<file path="config.mk">
export PLATFORM = sky130hd
export DESIGN_NAME = kwm_min_tree
export DESIGN_NICKNAME = d
export VERILOG_FILES = /design/src/design/kwm_pkg.sv /design/src/design/kwm_min_tree.sv
export SDC_FILE = /design/constraint.sdc
export NUM_CORES = 1
export LEC_CHECK = 0
export ABC_AREA = 1
export BUFFER_PORTS_ARGS = -buffer_cell sky130_fd_sc_hd__buf_2
export CAP_MARGIN = 40
export CORE_UTILIZATION = 55
export DETAILED_ROUTE_END_ITERATION = 16
export GPL_TIMING_DRIVEN = 0
export PLACE_DENSITY = 0.85
export SLEW_MARGIN = 25
export SYNTH_ARGS = -nofsm -noshare
export SYNTH_HDL_FRONTEND = slang
export SYNTH_SLANG_ARGS = --single-unit
</file>
<file path="constraint.sdc">
create_clock -name vclk -period 6.6
set_input_delay 0.33 -clock vclk [all_inputs]
set_output_delay 0.33 -clock vclk [all_outputs]
set_load 0.1 [all_outputs]
</file>
<file path="src/design/kwm_pkg.sv">
// Shared constants, codes and types for the k-way sorted merge engine.
package kwm_pkg;

  localparam int unsigned LISTS      = 8;
  localparam int unsigned LIST_DEPTH = 64;

  localparam int unsigned LIST_W  = (LISTS > 1) ? $clog2(LISTS) : 1;
  localparam int unsigned PTR_W   = (LIST_DEPTH > 1) ? $clog2(LIST_DEPTH) : 1;
  localparam int unsigned CNT_W   = $clog2(LIST_DEPTH + 1);
  localparam int unsigned STORE_D = LISTS * LIST_DEPTH;
  localparam int unsigned ADDR_W  = $clog2(STORE_D);

  localparam int unsigned VALUE_W  = 32;
  localparam int unsigned IDX_W    = 3;
  localparam int unsigned STATUS_W = 2;
  localparam int unsigned TDATA_W  = 40;

  // item kinds
  localparam logic ACT_PUSH = 1'b0;
  localparam logic ACT_POP  = 1'b1;

  // result status codes
  localparam logic [STATUS_W-1:0] ST_POPPED = 2'd0;
  localparam logic [STATUS_W-1:0] ST_PUSHED = 2'd1;
  localparam logic [STATUS_W-1:0] ST_EMPTY  = 2'd2;
  localparam logic [STATUS_W-1:0] ST_FULL   = 2'd3;

  typedef logic signed [VALUE_W-1:0] value_t;

  // one list head as seen by the minimum tree
  typedef struct packed {
    logic        valid;
    value_t      value;
  } head_t;

  // winner of the minimum tree
  typedef struct packed {
    logic              found;
    value_t            value;
    logic [LIST_W-1:0] list;
  } winner_t;

endpackage

</file>
<file path="src/design/kwm_min_tree.sv">
// Binary compare tree picking the smallest valid head; ties go to the lower list.
module kwm_min_tree (
  input  kwm_pkg::head_t   heads [kwm_pkg::LISTS],
  output kwm_pkg::winner_t win
);

  localparam int unsigned NP = 1 << kwm_pkg::LIST_W;

  kwm_pkg::winner_t node [2*NP];

  genvar g;
  generate
    for (g = 0; g < NP; g++) begin : g_leaf
      if (g < kwm_pkg::LISTS) begin : g_used
        assign node[NP+g].found = heads[g].valid;
        assign node[NP+g].value = heads[g].value;
        assign node[NP+g].list  = kwm_pkg::LIST_W'(g);
      end else begin : g_pad
        assign node[NP+g] = '0;
      end
    end

    for (g = NP - 1; g >= 1; g--) begin : g_node
      logic take_left;
      // left wins on equality, keeping the lower list first
      assign take_left = node[2*g].found &&
                         (!node[2*g+1].found || (node[2*g].value <= node[2*g+1].value));
      assign node[g] = take_left ? node[2*g] : node[2*g+1];
    end
  endgenerate

  assign node[0] = '0;
  assign win     = node[1];

endmodule

</file>
Yosys cells after proc, flatten, opt, wreduce, memory -nomap -nowiden:

Cells that the tools add are included.

* logic and storage cells: 35
* flip-flop bits (word level): 0
* input port bits: 264

* reductions and logical operators: 21
* multiplexer cells: 7
* $lt $le $gt $ge: 7

Operators by type and width (count)
* two-way mux 36 bit: 7
* <= comparator 32 bit: 7
* logical AND 1 bit: 7
* zero test 1 bit: 7
* logical OR 1 bit: 7

Depth between registers and ports, before layout:

Gate-level depths: netlist of run 1.

* depth in word-level cells: 12
* depth in mapped cells: 54

Worst setup path after synthesis of run 1:

Ideal clock, no wire load.

* kind: input to output
* start point: input port heads[163] in the netlist's numbering
* end point: output port win[1] in the netlist's numbering
* data required time: 6.270 ns
* path slack: -0.887 ns
* cell stages on the path: 40
* arrival: 7.157 ns
* cell sequence: inv_1 > ha_1 > nand2_1 > nor2_1 > nor3b_2 > nand2_1 > inv_1 > nand2_1 > nand3_1 > nand3_2 > nand2_2 > buf_4 > nand2_1 > and2_1 > ha_1 > nand2_1 > inv_1 > nor2_1 > [... 4 more ...] > nand2_1 > nand4_1 > nand2_1 > buf_2 > nand3_1 > and2_1 > ha_1 > a21oi_1 > nor2_1 > a211oi_1 > o21ai_0 > a21oi_1 > nand3_1 > nand3_1 > nand2_1 > buf_4 > buf_2 > o21ai_0

RTL lines
* start: declaration: RTL line kwm_min_tree.sv:3 `input kwm_pkg::head_t heads [kwm_pkg::LISTS],`
* end: declaration: RTL line kwm_min_tree.sv:4 `output kwm_pkg::winner_t win`

==> results.py, run 1 <==
metrics = {
    "synth": {
        "syn_nets": 2271,
        "netlist_instances": 1783,
        "synth_fa_ha_area_share_pct": 28.8,
        "synthSimpleGateAreaFrac_pct": 47.1,
        "yosysSeqAreaShare_pct": 0,
        "yosys_warnings": 0,
        "synthMuxAreaShare_pct": 0,
        "synthTopCellsByCount": "nand2_1 (586), inv_1 (316), nand3_1 (245), ha_1 (224), a21oi_1 (103)",
        "synth_area_leader_cell": "ha_1",
        "syn_area_per_cell_um2": 5.47,
        "synth_compound_area_share_pct": 8.54,
        "synth_cell_types": 36,
        "synth_xor_area_share_pct": 0,
        "synth_area_um2": 9740,
        "synth.most_common_cell": "nand2_1",
        "synth_top_family_by_area": "simple AND/OR/NAND/NOR gates",
        "synth_top_area_share_pct": 28.8,
        "ys_top_cells_by_area": "ha_1 (29%), nand2_1 (23%), nand3_1 (13%), inv_1 (12%), a21oi_1 (5.3%)",
    },
    "cells_and_area": {
        "final_cells": 2342,
        "multi_input_area_um2": 9060,
        "fin_area_um2": 13400,
        "n_fill_cell": 1400,
        "syn_to_final_growth_pct": 37.3,
        "fin_nets": 2605,
        "seq_cell_count": 0,
        "utilization_pct": 77.3,
        "layout-drive-gt1-share_pct": 26.1,
        "seq_area_um2": 0,
        "nClkBuffers": 0,
    },
    "setup_path": {
        "critical_path_class": "in2out",
        "worst-path-max-fanout": 10,
        "cpMaxStageDelayCell": "nor4_4",
        "cpPeakStageDelay_ns": 0.35,
        "critical_path_buf_inv_count": 7,
        "critPathLaunchType": "input pin",
        "cp.required_ns": 6.27,
        "critPathTopFamily": "simple AND/OR/NAND/NOR gates",
        "crit_path_end_kind": "output port",
        "cpMostUsedCell": "nand2_1",
        "crit_arrival_ns": 6.57,
    },
    "floorplan": {
        "fp.dieW_um": 135,
        "initial_core_util_pct": 56.3,
        "core-area_um2": 17300,
        "die-area_um2": 18300,
        "die_y_um": 135,
        "rows": 48,
        "ios": 300,
    },
    "sta": {
        "holdWs_ns": 1.24,
        "setup_viol": 36,
        "timing.final.crit_share_pct": 105,
        "period_needed_ns": 6.90,
        "tightestPinTransition_ns": 0.609,
        "slew_violations": 0,
        "rsz0062_at_grt": "yes",
        "setup_slack_ns": -0.301,
        "slew_headroom_pct": 59.4,
        "fmax_mhz": 145,
        "hold_viol": 0,
    },
    "pwr": {
        "irDropWorstVdd_v": 0.000833,
        "power_density_nw_per_um2": 329,
        "leakage_nw": 8.16,
    },
    "grt": {
        "grt_use_total_pct": 34.3,
        "antenna_found_initial": 2,
        "grt_pass1_vias": 11300,
        "grt-ovfl-total": 0,
        "grt_max_degree": 11,
        "grt_pass1_wl_um": 50300,
    },
    "detailed_routing": {
        "via_count": 13300,
        "routed_wl_um": 38200,
        "drtIter0Drc": 1082,
        "drc": 0,
        "ant_nets": 0,
        "vias_per_cell": 5.68,
        "drtPass1Iterations": 6,
        "routedWlPerCell_um": 16.3,
    },
    "min_path": {
        "holdPathEnd": "win[24]",
        "hold_depth": 6,
        "min_path_type": "in2out",
        "hold_start": "heads[153]",
    },
    "placement": {
        "hpwl_um": 28700,
        "port_buffers": 296,
        "place_congestion": 0.955,
        "placed_cell_area_um2": 11500,
        "dp_cells": 2304,
    },
    "status": {
        "status": "finished, violations left",
        "violations": "negative setup slack",
    },
    "cts": {
        "cts_hold_buffers": 0,
    },
    "flow_run": {
        "drv_cap": 0,
    },
}
## layout by cell type, fill, tap and decap left out, types with 2 or more instances in the layout
| cell | synthesis | routed |
|---|---|---|
| nand2_1 | 586 | 537 |
| inv_1 | 316 | 307 |
| buf_2 | 28 | 264 |
| nand3_1 | 245 | 215 |
| ha_1 | 224 | 204 |
| a21oi_1 | 103 | 84 |
| and2_1 | 64 | 55 |
| nor2_1 | 57 | 45 |
| nand2_2 | 5 | 44 |
| buf_4 | 12 | 33 |
| nand3b_1 | 31 | 31 |
| nand3_2 | 4 | 29 |
| buf_8 | 0 | 23 |
| buf_12 | 0 | 23 |
| a21oi_2 | 0 | 19 |
| buf_6 | 3 | 19 |
| ha_4 | 0 | 19 |
| o21ai_0 | 25 | 18 |
| nand4_1 | 14 | 14 |
| o21a_1 | 12 | 12 |
| clkbuf_1 | 12 | 12 |
| nor2_2 | 1 | 12 |
| nand2_4 | 1 | 10 |
| and2_4 | 0 | 9 |
| inv_2 | 2 | 8 |
| a21o_1 | 7 | 7 |
| o21ai_1 | 1 | 7 |
| nand3_4 | 0 | 6 |
| clkbuf_4 | 0 | 6 |
| nor3_1 | 8 | 5 |
| or2_2 | 5 | 5 |
| clkbuf_16 | 0 | 5 |
| buf_1 | 4 | 4 |
| nor3_2 | 2 | 3 |
| diode_2 | 0 | 2 |
| nor3_4 | 0 | 2 |
| nor4_4 | 1 | 2 |
| nand2_8 | 0 | 2 |
| inv_6 | 0 | 2 |
## tightest hold or removal path, stage by stage
cell and delay (ns):
buf_2 0.09, nand2_1 0.06, nand3_1 0.08, nand3_1 0.09
nand2_2 0.09, buf_12 0.17
## cell families (layout without fill, tap and decap cells)
logic type                 count (synthesis)  after routing
AOI/OAI and AO/OA                        154            154
other                                      0              2
adders and majority gates                224            224
buffers and inverters                    378            708
and+or+nand+nor                         1027           1029
## repair_timing
action / in CTS / in global routing
pin swaps: 1 / 82
gates cloned: 0 / 10
setup buffers: 0 / 26
endpoints found under the setup margin: 36 / 36
gates resized for setup: 91 / 306
## per-layer routing
layer  global-route usage [%]  part of all wire, %
met5                        0                0.034
met4                     14.4                  5.5
met3                     3.72                  9.0
met2                     60.3                   46
met1                     42.1                   39
## cell type report
type / instances / share of cell area [%]
plain buffers: 59 / 4.15
multi-input cells: 1407 / 67.7
repair buffers: 330 / 16.9
inverters: 319 / 9.04
well taps: 225 / 2.10
diodes: 2 / 0.0374
## worst max-delay path by stage
stage,start,endpoint,slack (ns),cells after the start
CTS,heads[153],win[12],0.005,45
global placement,heads[155],win[20],-0.51,42
detailed placement,heads[155],win[20],-0.62,42
finish,heads[262],win[8],-0.30,43
floorplan,heads[163],win[30],0.32,42
global route,heads[229],win[8],-0.53,43
## metrics by stage
step	setup TNS, ns	setup WS [ns]	total power, mW
after floorplan	0	0.325	2.55
after global placement	-14.16	-0.514	3.17
after detailed placement	-18.10	-0.622	3.21
after CTS	0	0.00511	3.55
after global routing	-16.71	-0.534	4.62
final	-8.01	-0.301	4.40
## report_power, final
group | switching, mW | internal, mW | total, mW
clock | 0 | 0.0000000405 | 0.0000000406
sequential | 0 | 0 | 0
combinational | 2.88 | 1.52 | 4.40
No activity file was read; power rests on OpenSTA's default activity.
==> inputs of run 2 (changes only) <==
--- a/config.mk
+++ b/config.mk
@@ -8,10 +8,10 @@
 export ABC_AREA = 1
 export BUFFER_PORTS_ARGS = -buffer_cell sky130_fd_sc_hd__buf_2
 export CAP_MARGIN = 40
-export CORE_UTILIZATION = 55
+export CORE_UTILIZATION = 50
 export DETAILED_ROUTE_END_ITERATION = 16
 export GPL_TIMING_DRIVEN = 0
-export PLACE_DENSITY = 0.85
+export PLACE_DENSITY = 0.81
 export SLEW_MARGIN = 25
 export SYNTH_ARGS = -nofsm -noshare
 export SYNTH_HDL_FRONTEND = slang
==> constraint.sdc (replaced) <==
create_clock -name vclk -period 5.8
set_input_delay 0.29 -clock vclk [all_inputs]
set_output_delay 0.29 -clock vclk [all_outputs]
set_load 0.1 [all_outputs]
==> results.py, run 2 (synthesized netlist as in run 1, its figures left out) <==
metrics = {
    "floorplan": {
        "die_y_um": 142,
        "fp.dieW_um": 142,
        "die-area_um2": 20100,
        "rows": 50,
        "core-area_um2": 18900,
        "initial_core_util_pct": 51.6,
        "ios": 300,
    },
    "sta": {
        "setup_viol": 36,
        "rsz0062_at_grt": "yes",
        "fmax_mhz": 145,
        "setup_slack_ns": -1.10,
        "hold_viol": 0,
        "tightestPinTransition_ns": 0.583,
        "timing.final.crit_share_pct": 119,
        "slew_headroom_pct": 61.1,
        "slew_violations": 0,
        "period_needed_ns": 6.90,
    },
    "pwr": {
        "p_seq_share_pct": 0,
        "power_density_nw_per_um2": 379,
        "power.share.clock_pct": 0,
        "leakage_nw": 8.78,
        "power_mw": 6.00,
        "p_switching_mw": 3.69,
        "swShare_pct": 61.4,
        "combPwrFrac_pct": 100.0,
        "internal-power_mw": 2.31,
        "irDropWorstVdd_v": 0.000751,
    },
    "cells_and_area": {
        "seq_area_um2": 0,
        "final_cell_mix": "nand2_1 (445), inv_1 (280), buf_2 (244), nand3_1 (169), ha_1 (142)",
        "fin_nets": 2641,
        "layout-drive-gt1-share_pct": 40.9,
        "nClkBuffers": 0,
        "syn_to_final_growth_pct": 62.7,
        "seq_cell_count": 0,
        "final_common_cell": "nand2_1",
    },
    "setup_path": {
        "critical_path_class": "in2out",
        "crit_arrival_ns": 6.61,
        "critPathLaunchType": "input pin",
        "cpPeakStageDelay_ns": 0.32,
        "cp.required_ns": 5.51,
        "cpMaxStageDelayCell": "a21oi_2",
        "worst-path-max-fanout": 7,
        "crit_path_end_kind": "output port",
        "cpMostUsedCell": "nand2_1",
    },
    "flow_run": {
        "drv_cap": 0,
    },
    "grt": {
        "antenna_found_initial": 3,
        "grt_use_total_pct": 33.6,
        "grt_pass1_vias": 12100,
        "grt_max_degree": 11,
        "grt-ovfl-total": 0,
        "grt_pass1_wl_um": 55000,
    },
    "detailed_routing": {
        "routed_wl_um": 45600,
        "drtPass1Iterations": 6,
        "via_count": 14300,
        "ant_nets": 0,
        "drc": 0,
        "vias_per_cell": 5.92,
        "routedWlPerCell_um": 18.9,
        "drtIter0Drc": 1539,
    },
    "placement": {
        "hpwl_um": 29000,
        "port_buffers": 296,
        "dp_slack_ns": -1.38,
        "place_congestion": 0.975,
    },
    "cts": {
        "cts_hold_buffers": 0,
    },
    "min_path": {
        "min_path_type": "in2out",
    },
    "status": {
        "status": "finished, violations left",
        "violations": "negative setup slack",
    },
}
run 2: cell types whose count changed in the layout (fill, tap and decap cells not counted), sizes merged:
cell,change
buf,+38
bufbuf,+1
clkbuf,-1
clkinv,-1
inv,+1
nand2,-1
nand3,-1
run 2: per-stage QoR:
step | area (um2) | hold slack, ns | instances | setup TNS (ns) | util, %
6_report | 15900 | 1.14 | 2413 | -37.38 | 83.9
2_1_floorplan | 9780 | 1.10 | 1783 | 0 | -
4_1_cts | 12900 | 1.13 | 2371 | -11.57 | 68.1
5_1_grt | 15800 | 1.16 | 2411 | -43.78 | 83.9
3_3_place_gp | 11600 | 1.26 | 2339 | -39.43 | 61.3
3_5_place_dp | 11600 | 1.25 | 2339 | -45.47 | 61.3
run 2: cell type report:
| type | count | area (um2) |
|---|---|---|
| inverter | 319 | 1220 |
| fill | 1141 | 3040 |
| antenna | 2 | 5.00 |
| timing repair buffer | 368 | 2920 |
| tap | 260 | 325 |
| buffer | 59 | 616 |
| multi-input combinational | 1405 | 10800 |
run 2: path summary, 6_finish.rpt:
kind,from,end,depth (start not counted)
max,heads[159],win[14],44
min,heads[32],win[35],5
run 2: critical path, delay by kind of cell:
kind                     cells  cell delay [ns]
AO/OA/AOI/OAI                9             1.62
AND/OR/NAND/NOR             24             2.72
adder cells (fa/ha/maj)      3             0.76
buffers and inverters        8             1.15
run 2: timing repair:
item / in CTS / in global routing
buffers inserted: 28 / 30
setup endpoints to repair: 36 / 36
resized for setup: 271 / 536
gates cloned: 4 / 10
endpoints found under the hold margin: 0 / 0
pin swaps: 24 / 193
run 2: layer usage:
| layer | up-vias | track usage (%) | wire length (um) |
|---|---|---|---|
| li1 | 6473 | - | - |
| met1 | 6558 | 42.2 | 16800 |
| met2 | 938 | 60.1 | 21400 |
| met3 | 306 | 3.61 | 4260 |
| met4 | 2 | 9.56 | 3130 |
| met5 | - | 0 | 16 |
run 2: power groups by stage:
stage	clock network, mW	registers, mW	logic (mW)
3_5_place_dp	0	0	3.68
6_report	0.0000000462	0	6.00
4_1_cts	0	0	4.84
2_1_floorplan	0	0	2.93
3_3_place_gp	0	0	3.63
5_1_grt	0	0	6.22
